`config.mk`:
```
export PLATFORM = sky130hd
export DESIGN_NAME = dns_reply_a_record_extractor
export DESIGN_NICKNAME = d
export VERILOG_FILES = /design/src/design/dnsx_pkg.sv /design/src/design/dns_reply_a_record_extractor.sv /design/src/design/dnsx_parse.sv /design/src/design/dnsx_outq.sv
export SDC_FILE = /design/constraint.sdc
export NUM_CORES = 1
export LEC_CHECK = 0
export BUFFER_PORTS_ARGS = -buffer_cell sky130_fd_sc_hd__buf_2
export CAP_MARGIN = 20
export CORE_UTILIZATION = 50
export DETAILED_ROUTE_END_ITERATION = 8
export PLACE_DENSITY = 0.67
export SETUP_SLACK_MARGIN = 0.05
export SLEW_MARGIN = 15
export SYNTH_ARGS = -nofsm -noshare
export SYNTH_HDL_FRONTEND = slang
export SYNTH_SLANG_ARGS = --single-unit
```
`constraint.sdc`:
```
create_clock -name clk -period 11.2 [get_ports clk]
set_input_delay 1.12 -clock clk [delete_from_list [all_inputs] [get_ports clk]]
set_output_delay 1.12 -clock clk [all_outputs]
set_load 0.02 [all_outputs]
```
`src/design/dnsx_pkg.sv`:
```
// Shared types and constants for the DNS reply A-record extractor.
`default_nettype none

package dnsx_pkg;

  localparam int unsigned DATA_W       = 8;
  localparam int unsigned ADDR_W       = 32;
  localparam int unsigned TTL_W        = 32;
  localparam int unsigned OFFSET_W     = 16;
  localparam int unsigned COUNT_W      = 16;
  // Four fields plus the status bit, padded up to whole bytes.
  localparam int unsigned RESULT_BITS  = ADDR_W + TTL_W + OFFSET_W + COUNT_W + 1;
  localparam int unsigned TDATA_W      = ((RESULT_BITS + 7) / 8) * 8;

  localparam int unsigned QUEUE_DEPTH  = 4;
  localparam int unsigned QPTR_W       = $clog2(QUEUE_DEPTH);

  localparam logic [15:0] POINTER_BASE = 16'hc000;
  localparam logic [15:0] TYPE_A       = 16'h0001;
  localparam logic [3:0]  HEADER_LEN   = 4'd12;

  localparam logic KIND_ANSWER  = 1'b0;
  localparam logic KIND_SUMMARY = 1'b1;

  typedef struct packed {
    logic                kind;
    logic [ADDR_W-1:0]   ipv4_address;
    logic [TTL_W-1:0]    time_to_live;
    logic [OFFSET_W-1:0] name_offset;
    logic [COUNT_W-1:0]  answer_number;
    logic                status;
    logic                last;
  } result_t;

  // Results produced by one input byte: count is 0, 1 or 2.
  typedef struct packed {
    logic [1:0] count;
    result_t    first;
    result_t    second;
  } push_t;

endpackage

`default_nettype wire

```
`src/design/dns_reply_a_record_extractor.sv`:
```
// Top level of the DNS reply A-record extractor.
`default_nettype none

// Takes a DNS reply one byte per request on the slave stream, with tlast on the
// final byte, and gives its results on the master stream: an answer result for
// every type-A record, and a summary with the completion status when the
// message ends. The parser takes one byte per clock cycle while there is room;
// its results are registered in the queue before they reach the master side.
// Results leave through a four-entry queue at one per cycle while m_tready is
// high, and the slave side holds tready low while fewer than two entries are
// free, so a stalled master side stalls the input. A byte that both ends an A
// answer and the message yields two results, answer first.
module dns_reply_a_record_extractor (
  input  wire logic                      clk,
  input  wire logic                      rst,
  input  wire logic                      s_tvalid,
  output logic                           s_tready,
  input  wire logic [7:0]                s_tdata,   // [7:0] data_byte
  input  wire logic                      s_tlast,   // end_of_message
  output logic                           m_tvalid,
  input  wire logic                      m_tready,
  // [31:0] ipv4_address, [63:32] time_to_live, [79:64] name_offset,
  // [95:80] answer_number, [96] status, upper bits zero
  output logic [dnsx_pkg::TDATA_W-1:0]   m_tdata,
  output logic                           m_tuser,   // result_kind
  output logic                           m_tlast    // last
);
  import dnsx_pkg::*;

  push_t   push;
  result_t head;
  logic    room;
  logic    take;

  assign s_tready = room;
  assign take     = s_tvalid && room;

  dnsx_parse u_parse (
    .clk            (clk),
    .rst            (rst),
    .take           (take),
    .data_byte      (s_tdata),
    .end_of_message (s_tlast),
    .push           (push)
  );

  dnsx_outq u_outq (
    .clk   (clk),
    .rst   (rst),
    .push  (push),
    .room  (room),
    .valid (m_tvalid),
    .ready (m_tready),
    .head  (head)
  );

  assign m_tdata = {(TDATA_W - RESULT_BITS)'(0), head.status, head.answer_number,
                    head.name_offset, head.time_to_live, head.ipv4_address};
  assign m_tuser = head.kind;
  assign m_tlast = head.last;

endmodule

`default_nettype wire

```
`src/design/dnsx_parse.sv`:
```
// Byte-wide DNS reply parser: header, question skip and answer field capture.
`default_nettype none

module dnsx_parse (
  input  wire logic          clk,
  input  wire logic          rst,
  input  wire logic          take,
  input  wire logic [7:0]    data_byte,
  input  wire logic          end_of_message,
  output dnsx_pkg::push_t    push
);
  import dnsx_pkg::*;

  localparam logic [3:0] PH_HEADER = 4'd0;
  localparam logic [3:0] PH_QLEN   = 4'd1;
  localparam logic [3:0] PH_QLABEL = 4'd2;
  localparam logic [3:0] PH_QTAIL  = 4'd3;
  localparam logic [3:0] PH_ANAME  = 4'd4;
  localparam logic [3:0] PH_ATYPE  = 4'd5;
  localparam logic [3:0] PH_ACLASS = 4'd6;
  localparam logic [3:0] PH_ATTL   = 4'd7;
  localparam logic [3:0] PH_ARDLEN = 4'd8;
  localparam logic [3:0] PH_ARDATA = 4'd9;
  localparam logic [3:0] PH_DONE   = 4'd10;

  logic [3:0]  parse_phase,      parse_phase_next;
  logic [3:0]  field_byte_count, field_byte_count_next;
  logic [15:0] answer_total,     answer_total_next;
  logic [15:0] answers_done,     answers_done_next;
  logic [7:0]  label_bytes_left, label_bytes_left_next;
  logic [15:0] rdata_bytes_left, rdata_bytes_left_next;
  logic [15:0] record_type,      record_type_next;
  logic [15:0] pointer_accum,    pointer_accum_next;
  logic [31:0] ttl_accum,        ttl_accum_next;
  logic [31:0] address_accum,    address_accum_next;

  logic [3:0]  count_inc;
  logic [15:0] done_inc;
  logic [7:0]  label_dec;
  logic [15:0] rdata_dec;
  logic [15:0] rdlen_shift;
  logic        finish;
  logic        a_hit;
  result_t     answer_res;
  result_t     summary_res;

  always_comb begin
    count_inc             = field_byte_count + 4'd1;
    done_inc              = answers_done + 16'd1;
    label_dec             = label_bytes_left - 8'd1;
    rdata_dec             = rdata_bytes_left - 16'd1;
    rdlen_shift           = {rdata_bytes_left[7:0], data_byte};
    finish                = 1'b0;

    parse_phase_next      = parse_phase;
    field_byte_count_next = field_byte_count;
    answer_total_next     = answer_total;
    answers_done_next     = answers_done;
    label_bytes_left_next = label_bytes_left;
    rdata_bytes_left_next = rdata_bytes_left;
    record_type_next      = record_type;
    pointer_accum_next    = pointer_accum;
    ttl_accum_next        = ttl_accum;
    address_accum_next    = address_accum;

    unique case (parse_phase)
      PH_HEADER: begin
        if (field_byte_count == 4'd6) begin
          answer_total_next = {data_byte, 8'h00};
        end else if (field_byte_count == 4'd7) begin
          answer_total_next = {answer_total[15:8], data_byte};
        end
        field_byte_count_next = count_inc;
        if (count_inc >= HEADER_LEN) begin
          field_byte_count_next = 4'd0;
          parse_phase_next      = PH_QLEN;
        end
      end
      PH_QLEN: begin
        if (data_byte == 8'h00) begin
          field_byte_count_next = 4'd0;
          parse_phase_next      = PH_QTAIL;
        end else begin
          label_bytes_left_next = data_byte;
          parse_phase_next      = PH_QLABEL;
        end
      end
      PH_QLABEL: begin
        label_bytes_left_next = label_dec;
        if (label_dec == 8'd0) begin
          parse_phase_next = PH_QLEN;
        end
      end
      PH_QTAIL: begin
        field_byte_count_next = count_inc;
        if (count_inc >= 4'd4) begin
          field_byte_count_next = 4'd0;
          parse_phase_next      = (answer_total == 16'd0) ? PH_DONE : PH_ANAME;
        end
      end
      PH_ANAME: begin
        pointer_accum_next    = {pointer_accum[7:0], data_byte};
        field_byte_count_next = count_inc;
        if (count_inc >= 4'd2) begin
          field_byte_count_next = 4'd0;
          parse_phase_next      = PH_ATYPE;
        end
      end
      PH_ATYPE: begin
        record_type_next      = {record_type[7:0], data_byte};
        field_byte_count_next = count_inc;
        if (count_inc >= 4'd2) begin
          field_byte_count_next = 4'd0;
          parse_phase_next      = PH_ACLASS;
        end
      end
      PH_ACLASS: begin
        field_byte_count_next = count_inc;
        if (count_inc >= 4'd2) begin
          field_byte_count_next = 4'd0;
          parse_phase_next      = PH_ATTL;
        end
      end
      PH_ATTL: begin
        ttl_accum_next        = {ttl_accum[23:0], data_byte};
        field_byte_count_next = count_inc;
        if (count_inc >= 4'd4) begin
          field_byte_count_next = 4'd0;
          parse_phase_next      = PH_ARDLEN;
        end
      end
      PH_ARDLEN: begin
        rdata_bytes_left_next = rdlen_shift;
        field_byte_count_next = count_inc;
        if (count_inc >= 4'd2) begin
          field_byte_count_next = 4'd0;
          address_accum_next    = 32'd0;
          // An empty rdata closes the answer here, with a zero address.
          if (rdlen_shift == 16'd0) begin
            finish = 1'b1;
          end else begin
            parse_phase_next = PH_ARDATA;
          end
        end
      end
      PH_ARDATA: begin
        // Only the first four rdata bytes land in the address; the rest are skipped.
        if (field_byte_count < 4'd4) begin
          case (field_byte_count[1:0])
            2'd0:    address_accum_next[31:24] = address_accum[31:24] | data_byte;
            2'd1:    address_accum_next[23:16] = address_accum[23:16] | data_byte;
            2'd2:    address_accum_next[15:8]  = address_accum[15:8]  | data_byte;
            default: address_accum_next[7:0]   = address_accum[7:0]   | data_byte;
          endcase
          field_byte_count_next = count_inc;
        end
        rdata_bytes_left_next = rdata_dec;
        if (rdata_dec == 16'd0) begin
          finish = 1'b1;
        end
      end
      default: begin
      end
    endcase

    a_hit = finish && (record_type == TYPE_A);

    answer_res.kind          = KIND_ANSWER;
    answer_res.ipv4_address  = address_accum_next;
    answer_res.time_to_live  = ttl_accum;
    answer_res.name_offset   = pointer_accum - POINTER_BASE;
    answer_res.answer_number = answers_done;
    answer_res.status        = 1'b0;
    answer_res.last          = !end_of_message;

    if (finish) begin
      answers_done_next     = done_inc;
      field_byte_count_next = 4'd0;
      parse_phase_next      = (done_inc == answer_total) ? PH_DONE : PH_ANAME;
    end

    summary_res.kind          = KIND_SUMMARY;
    summary_res.ipv4_address  = '0;
    summary_res.time_to_live  = '0;
    summary_res.name_offset   = '0;
    summary_res.answer_number = answers_done_next;
    summary_res.status        = (parse_phase_next != PH_DONE);
    summary_res.last          = 1'b1;

    // The answer result, when there is one, always goes first.
    push.count  = {1'b0, a_hit} + {1'b0, end_of_message};
    push.first  = a_hit ? answer_res : summary_res;
    push.second = summary_res;
    if (!take) begin
      push.count = 2'd0;
    end
  end

  always_ff @(posedge clk) begin
    if (rst) begin
      parse_phase      <= PH_HEADER;
      field_byte_count <= '0;
      answer_total     <= '0;
      answers_done     <= '0;
      label_bytes_left <= '0;
      rdata_bytes_left <= '0;
      record_type      <= '0;
      pointer_accum    <= '0;
      ttl_accum        <= '0;
      address_accum    <= '0;
    end else if (take) begin
      if (end_of_message) begin
        // The message is over: everything goes back to its reset value.
        parse_phase      <= PH_HEADER;
        field_byte_count <= '0;
        answer_total     <= '0;
        answers_done     <= '0;
        label_bytes_left <= '0;
        rdata_bytes_left <= '0;
        record_type      <= '0;
        pointer_accum    <= '0;
        ttl_accum        <= '0;
        address_accum    <= '0;
      end else begin
        parse_phase      <= parse_phase_next;
        field_byte_count <= field_byte_count_next;
        answer_total     <= answer_total_next;
        answers_done     <= answers_done_next;
        label_bytes_left <= label_bytes_left_next;
        rdata_bytes_left <= rdata_bytes_left_next;
        record_type      <= record_type_next;
        pointer_accum    <= pointer_accum_next;
        ttl_accum        <= ttl_accum_next;
        address_accum    <= address_accum_next;
      end
    end
  end

endmodule

`default_nettype wire

```
`src/design/dnsx_outq.sv`:
```
// Small result queue: up to two results in per cycle, one out while ready.
`default_nettype none

module dnsx_outq (
  input  wire logic          clk,
  input  wire logic          rst,
  input  wire dnsx_pkg::push_t push,
  output logic               room,
  output logic               valid,
  input  wire logic          ready,
  output dnsx_pkg::result_t  head
);
  import dnsx_pkg::*;

  result_t             entries [QUEUE_DEPTH];
  logic [QPTR_W-1:0]   wr_ptr;
  logic [QPTR_W-1:0]   rd_ptr;
  logic [QPTR_W:0]     count;
  logic [QPTR_W-1:0]   wr_ptr_plus;
  logic                pop;

  assign wr_ptr_plus = wr_ptr + 1'b1;
  assign pop         = valid && ready;
  assign valid       = (count != '0);
  assign head        = entries[rd_ptr];
  // Room for two results is needed before another byte is taken.
  assign room        = (count <= (QPTR_W+1)'(QUEUE_DEPTH - 2));

  always_ff @(posedge clk) begin
    if (push.count != 2'd0) begin
      entries[wr_ptr] <= push.first;
    end
    if (push.count == 2'd2) begin
      entries[wr_ptr_plus] <= push.second;
    end
  end

  always_ff @(posedge clk) begin
    if (rst) begin
      wr_ptr <= '0;
      rd_ptr <= '0;
      count  <= '0;
    end else begin
      wr_ptr <= wr_ptr + QPTR_W'(push.count);
      if (pop) begin
        rd_ptr <= rd_ptr + 1'b1;
      end
      count <= count + (QPTR_W+1)'(push.count) - (QPTR_W+1)'(pop);
    end
  end

endmodule

`default_nettype wire

```
# Word level (Yosys, flattened, before mapping)

Memories as Yosys holds them, arrays and structs flattened. A register that Yosys moved wholly into a read port is not among the register bits.
Index checks and enable logic that the tools add are counted.

Add/subtract/negate cells: 11
Magnitude comparators: 5
Equal/unequal tests: 20
Muxes and demuxes: 60
Bitwise logic cells: 4
Reduce and logical (&&, ||, !) cells: 33

Operator list:

| cell                   | number |
|---|---|
| $mux 16                | 10 |
| $mux 32                | 5 |
| $mux 99                | 1 |
| $mux 4                 | 20 |
| $pmux 32 s2            | 1 |
| $mux 8                 | 7 |
| $logic_not 16->1       | 3 |
| $pmux 4 s9             | 1 |
| $or 8x8->8             | 4 |
| $pmux 16 s2            | 1 |
| $eq 4x3->1 const B     | 6 |
| $pmux 4 s5             | 1 |
| $add 16x1->16 const B  | 1 |
| $eq 16x1->1 const B    | 1 |
| $eq 16x16->1           | 1 |
| $logic_not 8->1        | 2 |
| $pmux 8 s2             | 1 |
| $sub 16x1->16 const B  | 1 |
| $sub 16x16->16 const B | 1 |
| $reduce_bool 2->1      | 6 |
| $reduce_bool 3->1      | 4 |
| $reduce_and 3->1       | 3 |
| $eq 4x2->1 const B     | 2 |
| $eq 4x4->1 const B     | 2 |
| other kinds (31)       | 48 |

Bits in registers: 167
Memory bits (writable): 396
Input bits: 13
Word-level logic and storage cells: 148
Memories kept: 1

Memories:

| memory         | words | width | read ports | clocked after memory_dff | write ports | line            | text |
|---|---|---|---|---|---|---|---|
| u_outq.entries | 4     | 99    | 1          | 1                        | 2           | dnsx_outq.sv:15 | `result_t entries [QUEUE_DEPTH];` |

# Longest topological paths before layout

Gate-level depths: netlist (run 1).

Depth in word-level cells: 10
Depth in mapped cells: 25

# By module

From an unflattened synthesis (run 1), not the netlist that was laid out.

Cell total of the unflattened synthesis: 2278
Area, all modules: 29094.2 µm²

Modules (own cells, without submodules):

| module                       | times used | cells each | area each (µm²) | sequential area each (µm²) |
|---|---|---|---|---|
| dnsx_outq                    | 1          | 1007       | 19482.4         | 12071.6 |
| dnsx_parse                   | 1          | 1262       | 9549.2          | 3203.1 |
| dns_reply_a_record_extractor | 1          | 9          | 62.6            | 0.0 |

# Worst setup path before layout (run 1)

No wires, ideal clock.

Path kind: register to register
Start: register u_parse.rdata_bytes_left[1]
End: memory u_outq.entries[1][10] (netlist name), data pin
Setup time: 261 ps
Arrival time: 5281 ps
Required time: 10939 ps
Slack: 5659 ps
Stages on the path, launching flop included: 25
Path through: dfxtp_1 -> clkbuf_1 -> inv_1 -> ha_1 -> buf_4 -> or3b_1 -> buf_6 -> o31ai_4 -> nand4_1 -> or4_1 -> o31ai_2 -> buf_4 -> buf_2 -> and2_1 -> ha_1 -> clkbuf_1 -> o211ai_1 -> or2_2 -> and2_1 -> clkbuf_1 -> inv_1 -> nand2_1 -> nand2_1 -> clkbuf_1 -> a221o_1

RTL lines:

| element                  | line              | text |
|---|---|---|
| start: declaration       | dnsx_parse.sv:31  | `logic [15:0] rdata_bytes_left, rdata_bytes_left_next;` |
| start signal: assignment | dnsx_parse.sv:230 | `rdata_bytes_left <= rdata_bytes_left_next;` |
| end: declaration         | dnsx_outq.sv:15   |  |

==> summary.txt, run 1 <==
Synth
  • Share of the synthesized area in the top cell type: between 40% and 50%
  • EDFF count, synth: between 60 and 70
  • Synth top area cells: dfxtp_1 40%, mux4_2 9.1%, edfxtp_1 8.3%, a22o_1 6.6%, a21oi_1 3.9%
  • Mapped Area: 24600 um^2
  • Post-synth top cells: 497 x dfxtp_1, 250 x nand2_1, 229 x nor2_1
  • Seq/Total Area, Yosys: 48.75%
  • Seq cells post-synth: ~570
  • Top-count cell post-synth: dfxtp_1
  • Mean post-synth cell area: approximately 9.8 um^2
  • Distinct cells, synth: 84
  • Yosys top cell by area: dfxtp_1
  • Ys async rst share: 0%
  • Mapped Cells: roughly 2500
  • Yosys warns: 0
  • Top FF cell, synth: dfxtp_1

GRT
  • Initial antenna violation count: 0
  • Vias in the first global route: just under 20000
  • Global route overflow: 0
  • Largest net degree at the start of global routing: 80
  • First-pass GRT wire length: approximately 110 mm
  • Total GRT Usage: 29.19%

Power and ir drop
  • Power per cell area: roughly 170 nW/um^2
  • Pleak: between 9 and 10 nW
  • Max VDD drop: roughly 0.00017 V
  • Post-layout power: ~4.7 mW

Clock tree
  • Reg clk slew, reported paths: about 60 ps
  • CTS buffer count: 57
  • Post-CTS Resized: 0
  • Clk_lat worst skew: between 600 and 700 ps
  • Post-CTS Setup Bufs: 0
  • H-tree depth: 2
  • CTS max path bufs: 3
  • Root Buffer: clkbuf_16
  • CTS Sinks: 565
  • TritonCTS clock tree: done
  • Hold_buf cts: 0

Critical path
  • CP arrival: 6960 ps
  • Slowest stage delay, CP: between 500 and 600 ps
  • Critical Path RT: about 12000 ps
  • Crit-path max FO: 38
  • Cell family with most CP delay: simple AND/OR/NAND/NOR gates
  • Crit path launch type: flip-flop
  • Worst setup EP type: flip-flop
  • Slowest library cell on the worst path: inv_1
  • Critical path startpoint: u_parse.rdata_bytes_left[0]
  • Crit-path cells: inv_1 > ha_1 > or3b_1 > o32ai_1 > a32oi_1 > or4_1 > o31ai_2 > buf_4 > and2_1 > ha_1 > o211ai_1 > or2_2 > and2_4 > inv_1 > nand2_1 > nand2_1 > and3_1 > a221o_1
  • Worst r2r src: u_parse.rdata_bytes_left[0]
  • R2r setup slk: roughly 4600 ps
  • Worst Path Buf+Inv: 3
  • Critical path class: flip-flop to flip-flop

Place
  • Dpl hpwl: 46.08 mm
  • IO buf count: 113
  • RD Place Congestion: just over 0.9
  • Placed insts: just over 3000

Layout
  • Fin cells: 3184
  • Register area: 12000 um^2
  • Multi-input logic area: between 10000 and 15000 um^2
  • Layout cells sized above 1: between 10% and 20%
  • Final net count: 2510
  • Ant. Diodes: 0
  • Layout area overhead: 11.07%
  • Layout fillers: 4139
  • Final core occ: between 50% and 60%

Route
  • Post-route ant nets: 0
  • Final WL: between 70 and 80 mm
  • Vias per cell: approximately 6.4
  • TritonRoute pass-1 iters: 7
  • Via count: roughly 20000
  • Max Used Layer: met4
  • Initial DRC Count: about 2300
  • M1 wire length: about 30 mm
  • Detail Route met2 WL: between 30 and 40 mm
  • Drt wl/cell: 23.11 um
  • # DRC: 0
  • Met3 WL: approximately 4.8 mm

Timing
  • Maximum clock rate: approximately 150 MHz
  • Minimum clock period: between 6000 and 7000 ps
  • Worst Skew: 14.14 ps
  • Least-Margin Pin Slew: 1109 ps
  • Count of pins over their slew limit: 0
  • Slew HR: between 20% and 30%
  • Final setup viols: 0
  • Total negative slack: 0 ps
  • Fin crit share: roughly three fifths
  • RSZ-0062 raised after global routing: false
  • Final number of hold-violating endpoints: 0

Floorplanning
  • Initial Util: approximately half
  • # IOs: 121
  • Die footprint: roughly 50000 um^2
  • Die X: 223.8 um
  • Cell Rows: 80
  • Die Span Y: between 200 and 250 um
  • Area of the core: 48150 um^2

Hold path
  • Worst hold path type: flip-flop to flip-flop
  • HP Start: u_outq.entries[3][94]

Outcome
  • Status: completed

Flow run
  • Max-Cap Viols: 0
-- per-layer routing --
| metal | global-route usage [%] | vias up |
|---|---|---|
| li1 | - | 9220 |
| met1 | 39.02 | 10110 |
| met2 | 48.73 | 831 |
| met3 | 3.423 | 153 |
| met4 | 10.78 | 0 |
| met5 | 0 | - |
-- layout make-up --
cell class              count  share of cell area [%]
clock buffers              83                   6.145
clock inverters            22                   1.126
flip-flops and latches    565                   43.91
well taps                 656                   3.004
inverters                  23                  0.3160
repair buffers            145                   2.976
multi-input cells        1690                   42.52
-- tightest hold or removal path: cells and delay by family, from the launching register on --
kind | cells | cell delay, ps
simple gates | 1 | 40
flops | 1 | 320
compound gates | 1 | 50
-- where the power goes --
group / internal [mW] / switching (mW)
combinational: 0.191 / 0.334
sequential: 2.08 / 0.0504
clock: 1.18 / 0.826
total: 3.45 / 1.21
-- cells by family (layout without fill, tap and decap cells) --
kind of cell               after synthesis  after routing  synth area share, %
DFF                                    565            565                48.75
AOI/OAI and AO/OA                      787            787                21.35
other                                    1              7              0.01524
and+or+nand+nor                        739            739                14.04
xor gates and xnor gates                30             30                1.068
adders and majority gates               15             15               0.7935
muxes                                  112            112                9.603
buffers and inverters                  265            273                4.384
-- stage by stage --
step / hold WS, ps / cell area, um^2 / setup slack [ps]
floorplan: 419.8 / 24620 / 5659
global placement: 429.5 / 25320 / 4859
detailed placement: 438.9 / 25320 / 4641
CTS: 454.1 / 27310 / 4636
global route: 475.7 / 27320 / 4189
finish: 452.5 / 27320 / 4613
-- flip-flops by register name, summed over array words and instances, names as in the netlist, named ones only --
register                  count
u_outq.count                  3
u_outq.entries              396
u_outq.rd_ptr                 2
u_outq.wr_ptr                 2
u_parse.address_accum        32
u_parse.answer_total         16
u_parse.answers_done         16
u_parse.field_byte_count      4
u_parse.label_bytes_left      8
u_parse.parse_phase           4
u_parse.pointer_accum        16
u_parse.rdata_bytes_left     16
u_parse.record_type          16
u_parse.ttl_accum            32
-- cells in the final DEF, fill, tap and decap left out, types with 18 or more instances in the layout --
master | Yosys | final
buf_2 | 23 | 113
a31oi_1 | 30 | 30
nor2_1 | 229 | 226
buf_4 | 10 | 31
nand3_1 | 26 | 26
inv_1 | 22 | 22
dfxtp_1 | 497 | 495
and2_1 | 22 | 18
nor4_1 | 24 | 23
mux4_2 | 99 | 99
xnor2_1 | 19 | 19
a22oi_1 | 62 | 62
edfxtp_1 | 68 | 68
clkbuf_16 | 0 | 60
and3_1 | 28 | 28
nand2_1 | 250 | 250
o21ai_0 | 189 | 189
nor3_1 | 55 | 53
a22o_1 | 185 | 185
a21oi_1 | 192 | 192
-- worst paths after layout --
kind                                         endpoint  depth (start not counted)
worst max-delay path            u_outq.entries[3][17]                         18
worst min-delay path            u_outq.entries[3][94]                          2
worst max register to register  u_outq.entries[3][17]                         18
worst min register to register  u_outq.entries[3][94]                          2
(Power assumes the default switching activity.)
==> run 2: changes to the inputs <==
--- a/config.mk
+++ b/config.mk
@@ -9,7 +9,7 @@
 export CAP_MARGIN = 20
 export CORE_UTILIZATION = 50
 export DETAILED_ROUTE_END_ITERATION = 8
-export PLACE_DENSITY = 0.67
+export PLACE_DENSITY = 0.7
 export SETUP_SLACK_MARGIN = 0.05
 export SLEW_MARGIN = 15
 export SYNTH_ARGS = -nofsm -noshare
==> constraint.sdc (replaced) <==
create_clock -name clk -period 5.5 [get_ports clk]
set_input_delay 0.55 -clock clk [delete_from_list [all_inputs] [get_ports clk]]
set_output_delay 0.55 -clock clk [all_outputs]
set_load 0.02 [all_outputs]
==> summary.txt, run 2 (same netlist as run 1, synthesis figures left out) <==
GRT
  • First-pass GRT wire length: 112.9 mm (-1.2%)
  • Initial antenna violation count: 1 (+1)
  • Global route overflow: 0 (unchanged)
  • Largest net degree at the start of global routing: 89 (+11%)
  • Vias in the first global route: 19800 (+1.0%)
  • Total GRT Usage: 28.59% (-0.59 points)

Timing
  • Final setup viols: 0 (unchanged)
  • Fin crit share: 94.90% (+36 points)
  • Final number of hold-violating endpoints: 0 (unchanged)
  • Count of pins over their slew limit: 0 (unchanged)
  • Worst Skew: 34.29 ps (+20.14 ps)
  • RSZ-0062 raised after global routing: true
  • Slew HR: 18.98% (-6.3 points)
  • Setup WS post-layout: 280.4 ps (-4333 ps)
  • Maximum clock rate: 191.6 MHz (+26%)
  • Total negative slack: 0 ps (unchanged)
  • Least-Margin Pin Slew: 1204 ps (+95.15 ps)
  • Minimum clock period: 5220 ps (-1367 ps)

Power and ir drop
  • Power per cell area: 338.8 nW/um^2 (+99%)
  • Max VDD drop: 0.0002538 V (+53%)
  • Pleak: 9.827 nW (+0.88%)
  • Post-layout power: 9.319 mW (+100%)

Critical path
  • Slowest stage delay, CP: 620 ps (+70 ps)
  • Worst reg2reg path endpoint: u_outq.entries[2][8]
  • Cell family with most CP delay: simple AND/OR/NAND/NOR gates
  • Crit-path cells: inv_1 > ha_1 > or3b_1 > o32ai_1 > a32oi_1 > or4_1 > o31ai_2 > and2_1 > ha_1 > nand3_1 > or3_1 > nand2_1 > a21oi_1 > a311oi_1
  • Worst r2r src: u_parse.rdata_bytes_left[0]
  • Worst setup EP type: flip-flop
  • Worst r2r path cells: 14 (-4)
  • CP arrival: 5620 ps (-1340 ps)
  • Crit-path max FO: 15 (-61%)
  • Critical path class: flip-flop to flip-flop
  • R2r setup slk: 280 ps (-4330 ps)
  • Critical Path RT: 5900 ps (-5670 ps)
  • Crit path launch type: flip-flop
  • Worst Path Buf+Inv: 1 (-2)
  • Slowest library cell on the worst path: nand2_1
  • Critical path's most frequent cell: ha_1

Floorplanning
  • Cell Rows: 80 (unchanged)
  • Area of the core: 48150 um^2 (unchanged)
  • # IOs: 121 (unchanged)
  • Die footprint: 50090 um^2 (unchanged)
  • Die X: 223.8 um (unchanged)
  • Initial Util: 51.09% (unchanged)
  • Die Span Y: 223.8 um (unchanged)

Layout
  • Register name with the most flops: u_outq.entries
  • Commonest non-fill, non-tap cell in the layout: dfxtp_1
  • Most frequent cells in the layout: 495 x dfxtp_1, 248 x nand2_1, 226 x nor2_1
  • Final net count: 2537 (+1.1%)
  • Layout cells sized above 1: 15.71% (+1.0 points)
  • Max reg flops: 396 (unchanged)
  • Layout fillers: 4059 (-1.9%)
  • Ant. Diodes: 0 (unchanged)
  • Largest registers ranked by flip-flop count: u_outq.entries (396), u_parse.address_accum (32), u_parse.ttl_accum (32)
  • Layout area overhead: 11.82%
  • Final core occ: 57.13% (+0.38 points)

Hold path
  • HP Start: m_tready
  • Hold path depth: 4 (+2)
  • Min-Delay Endpoint: u_outq.rd_ptr[1]
  • Worst hold path type: primary input to flip-flop

Clock tree
  • Clk_lat worst skew: 640 ps (+20 ps)
  • H-tree depth: 2 (unchanged)
  • TritonCTS clock tree: done
  • Root Buffer: clkbuf_16
  • Hold_buf cts: 0 (unchanged)
  • Reg clk slew, reported paths: 70 ps (about the same)
  • CTS max path bufs: 3 (unchanged)
  • CTS buffer count: 57 (unchanged)
  • CTS Sinks: 565 (unchanged)

Route
  • TritonRoute pass-1 iters: 6 (-1)
  • Drt wl/cell: 22.50 um (-2.6%)
  • # DRC: 0 (unchanged)
  • Via count: 20460 (+0.74%)
  • Initial DRC Count: 2225 (-1.5%)
  • Final WL: 72.19 mm (-1.9%)
  • Vias per cell: 6.378 (about the same)
  • Post-route ant nets: 0 (unchanged)

Flow run
  • Max-Cap Viols: 0 (unchanged)

Place
  • RD Place Congestion: 0.9543 (+2.2%)
  • IO buf count: 113 (unchanged)
  • Dpl hpwl: 44.87 mm (-2.6%)
  • DP Worst Slack: 111.5 ps (-4530 ps)

Outcome
  • Status: completed
## run 2: cell count changes in the layout (fill, tap and decap cells not counted), sizes merged
cell    previous run  this run
buf              145       171
clkbuf            83        78
bufinv             6         4
clkinv             8        16
inv               27        23
o21a              12        13
## run 2: area by class of cell
class	instances	area, um^2	share of cell area [%]
multi-input cells	1691	11640	42.33
flip-flops and latches	565	12000	43.62
well taps	656	820.8	2.984
repair buffers	171	1084	3.939
inverters	23	93.84	0.3412
clock buffers	78	1585	5.763
clock inverters	24	281.5	1.023
## run 2: timing repair
| item | 4_1_cts | 5_1_grt |
|---|---|---|
| resized for setup | 0 | 0 |
| setup buffers | 0 | 2 |
| endpoints found under the setup margin | 0 | 3 |
## run 2: where the power goes
group          internal (mW)  switching, mW
sequential              4.23         0.0857
combinational          0.412          0.707
clock                   2.21           1.67
total                   6.86           2.46
## run 2: worst max path at each step
stage	from	slack (ps)	cells after the start	endpoint
2_1_floorplan	u_parse.rdata_bytes_left[1]	80	24	u_outq.entries[1][10]
3_3_place_gp	s_tdata[4]	240	13	u_outq.entries[2][2]
3_5_place_dp	s_tdata[4]	110	13	u_outq.entries[2][15]
4_1_cts	u_parse.rdata_bytes_left[0]	260	14	u_outq.entries[2][15]
5_1_grt	u_parse.rdata_bytes_left[0]	20	17	u_outq.entries[0][37]
6_report	u_parse.rdata_bytes_left[0]	280	14	u_outq.entries[2][8]
## run 2: stage by stage
stage | hold WS, ps | instance area, um^2 | instances
2_1_floorplan | 419.8 | 24640 | 2520
3_3_place_gp | 428.9 | 25590 | 3101
3_5_place_dp | 438.4 | 25590 | 3101
4_1_cts | 293.2 | 27460 | 3203
5_1_grt | 360.5 | 27510 | 3208
6_report | 323.1 | 27510 | 3208
## run 2: layer usage
layer	GRT usage, %	part of all wire (%)	vias to the layer above
met5	0	0.015	-
met4	11.31	3.4	2
met3	5.063	7.5	164
met2	46.69	48	964
met1	37.69	41	10050
li1	-	-	9284
## run 2: worst min-delay path: stages
cell     delay (ps)
buf_2           110
nand3_1          90
xor2_1           70
nor2_1          110
==> run 3: changes to the inputs <==
--- a/config.mk
+++ b/config.mk
@@ -5,11 +5,11 @@
 export SDC_FILE = /design/constraint.sdc
 export NUM_CORES = 1
 export LEC_CHECK = 0
-export BUFFER_PORTS_ARGS = -buffer_cell sky130_fd_sc_hd__buf_2
 export CAP_MARGIN = 20
 export CORE_UTILIZATION = 50
 export DETAILED_ROUTE_END_ITERATION = 8
-export PLACE_DENSITY = 0.7
+export DONT_BUFFER_PORTS = 1
+export PLACE_DENSITY = 0.68
 export SETUP_SLACK_MARGIN = 0.05
 export SLEW_MARGIN = 15
 export SYNTH_ARGS = -nofsm -noshare
==> summary.txt, run 3 (same netlist as run 1, synthesis figures left out) <==
Layout
  • Most frequent cells in the layout: 495 x dfxtp_1, 248 x nand2_1, 226 x nor2_1
  • Largest registers ranked by flip-flop count: u_outq.entries (396), u_parse.address_accum (32), u_parse.ttl_accum (32)
  • Register name with the most flops: u_outq.entries
  • Layout fillers: 4121 (+1.5%)
  • Fin cells: 3100 (-3.4%)
  • Max reg flops: 396 (unchanged)
  • Commonest non-fill, non-tap cell in the layout: dfxtp_1
  • Layout area overhead: 10.31%
  • Final core occ: 56.36% (-0.77 points)
  • Layout cells sized above 1: 11.92% (-3.8 points)
  • Final net count: 2421 (-4.6%)

Critical path
  • Crit path launch type: flip-flop
  • Worst reg2reg path endpoint: u_outq.entries[3][59]
  • Critical Path RT: 6060 ps (+160 ps)
  • CP arrival: 5680 ps (+60 ps)
  • Crit-path max FO: 27 (+12)
  • Worst r2r path cells: 16 (+2)
  • Worst setup EP type: flip-flop
  • Worst r2r src: u_parse.rdata_bytes_left[0]
  • R2r setup slk: 380 ps (+100 ps)
  • Critical path class: flip-flop to flip-flop

GRT
  • Global route overflow: 0 (unchanged)
  • Total GRT Usage: 28.43% (-0.17 points)
  • First-pass GRT wire length: 111.8 mm (-1.0%)
  • Initial antenna violation count: 0 (-1)
  • Vias in the first global route: 19170 (-3.2%)
  • Largest net degree at the start of global routing: 98 (+10%)

Route
  • Post-route ant nets: 0 (unchanged)
  • Vias per cell: 6.475 (+1.5%)
  • # DRC: 0 (unchanged)
  • TritonRoute pass-1 iters: 6 (unchanged)
  • Drt wl/cell: 23.31 um (+3.6%)
  • Final WL: 72.28 mm (+0.12%)
  • Initial DRC Count: 2028 (-8.9%)
  • Via count: 20070 (-1.9%)

Hold path
  • Worst hold path type: primary input to flip-flop
  • HP Start: rst
  • Hold path depth: 1 (-3)
  • Min-Delay Endpoint: u_parse.answer_total[2]

Timing
  • Slew HR: 26.49% (+7.5 points)
  • Setup WS post-layout: 375.4 ps (+95.08 ps)
  • Hold WS: 42.71 ps (-280.3 ps)
  • Fin crit share: 93.17% (-1.7 points)
  • Total negative slack: 0 ps (unchanged)
  • Maximum clock rate: 195.1 MHz (+1.9%)
  • Final number of hold-violating endpoints: 0 (unchanged)
  • Count of pins over their slew limit: 0 (unchanged)
  • Final setup viols: 0 (unchanged)
  • Worst Skew: 28.72 ps (-5.564 ps)
  • Least-Margin Pin Slew: 1100 ps (-104.2 ps)
  • Minimum clock period: 5125 ps (-95.08 ps)
  • RSZ-0062 raised after global routing: false

Floorplanning
  • Cell Rows: 80 (unchanged)
  • Initial Util: 51.09% (unchanged)
  • Die Span Y: 223.8 um (unchanged)
  • Die footprint: 50090 um^2 (unchanged)
  • Die X: 223.8 um (unchanged)
  • Area of the core: 48150 um^2 (unchanged)
  • # IOs: 121 (unchanged)

Power and ir drop
  • Power per cell area: 353.5 nW/um^2 (+4.3%)
  • Pleak: 9.339 nW (-5.0%)
  • Max VDD drop: 0.0002770 V (+9.1%)

Place
  • Dpl hpwl: 44.36 mm (-1.1%)
  • RD Place Congestion: 0.9189 (-3.7%)
  • IO buf count: 0 (-100%)
  • DP Worst Slack: 239.9 ps (+128.4 ps)
  • Placed insts: 2982 (-3.8%)

Clock tree
  • Reg clk slew, reported paths: 60 ps (about the same)
  • H-tree depth: 2 (unchanged)
  • Clk_lat worst skew: 640 ps (about the same)
  • CTS max path bufs: 3 (unchanged)
  • CTS buffer count: 58 (+1.8%)
  • Root Buffer: clkbuf_16
  • TritonCTS clock tree: done
  • CTS Sinks: 565 (unchanged)

Flow run
  • Max-Cap Viols: 0 (unchanged)

Outcome
  • Status: completed
==> run 3: cell types whose count changed in the layout (fill, tap and decap cells not counted), sizes merged <==
cell,delta
bufinv,+4
diode,+2
inv,+2
dlygate4sd3,+4
o21a,-1
clkbuf,-1
buf,-120
clkinvlp,+2
==> run 3: metal layers <==
layer	routed length, um	track usage [%]
met5	0	0
met4	2248	9.920
met3	5796	5.693
met2	33900	46.44
met1	30330	37.52
==> run 3: repair_timing <==
item,4_1_cts,5_1_grt
resized for setup,0,1
hold endpoints to repair,49,0
buffers inserted,0,1
hold buffers,5,0
endpoints found under the setup margin,0,64
==> run 3: power breakdown <==
part	leakage (nW)	internal [mW]	switching [mW]
Clock	1.02	2.50	1.74
Sequential	4.66	4.23	0.115
Combinational	3.66	0.370	0.638
Total	9.34	7.10	2.49
==> run 3: final cells by class <==
cell class                      instances  area [um^2]  share of cell area (%)
Timing Repair Buffer                   55        511.7                   1.886
Clock buffer                           77         1647                   6.068
Antenna cell                            2        5.005                 0.01844
Tap cell                              656        820.8                   3.025
Inverter                               23        93.84                  0.3458
Multi-Input combinational cell       1690        11630                   42.85
Clock inverter                         32        431.7                   1.591
Sequential cell                       565        12000                   44.22
==> run 3: worst max-delay path, stage by stage, from the launching register on <==
cell      delay [ps]
dfxtp_1          420
inv_1            100
ha_1             310
or3b_1           530
o32ai_1          320
a32oi_1          170
or4_1            480
o31ai_2          260
and2_1           170
ha_1             260
o211ai_1         130
buf_4            210
or2_4            260
nor2_1           310
and2_2           460
buf_4            440
a22o_1           190
==> run 3: per-stage QoR <==
stage	instance area, um^2	power [mW]
2_1_floorplan	24640	5.164
3_3_place_gp	24980	5.422
3_5_place_dp	24980	5.430
4_1_cts	27110	9.642
5_1_grt	27130	9.886
6_report	27140	9.593
==> run 3: how the worst max path moves through the flow <==
| stage | start | end | cells after the start |
|---|---|---|---|
| 6_report | u_parse.rdata_bytes_left[0] | u_outq.entries[3][59] | 16 |
| 5_1_grt | u_parse.rdata_bytes_left[0] | u_outq.entries[2][12] | 14 |
| 4_1_cts | u_parse.rdata_bytes_left[0] | u_outq.entries[2][4] | 13 |
| 3_5_place_dp | u_parse.rdata_bytes_left[0] | u_outq.entries[2][13] | 13 |
| 3_3_place_gp | u_parse.rdata_bytes_left[0] | u_outq.entries[2][13] | 13 |
| 2_1_floorplan | u_parse.rdata_bytes_left[1] | u_outq.entries[1][10] | 24 |
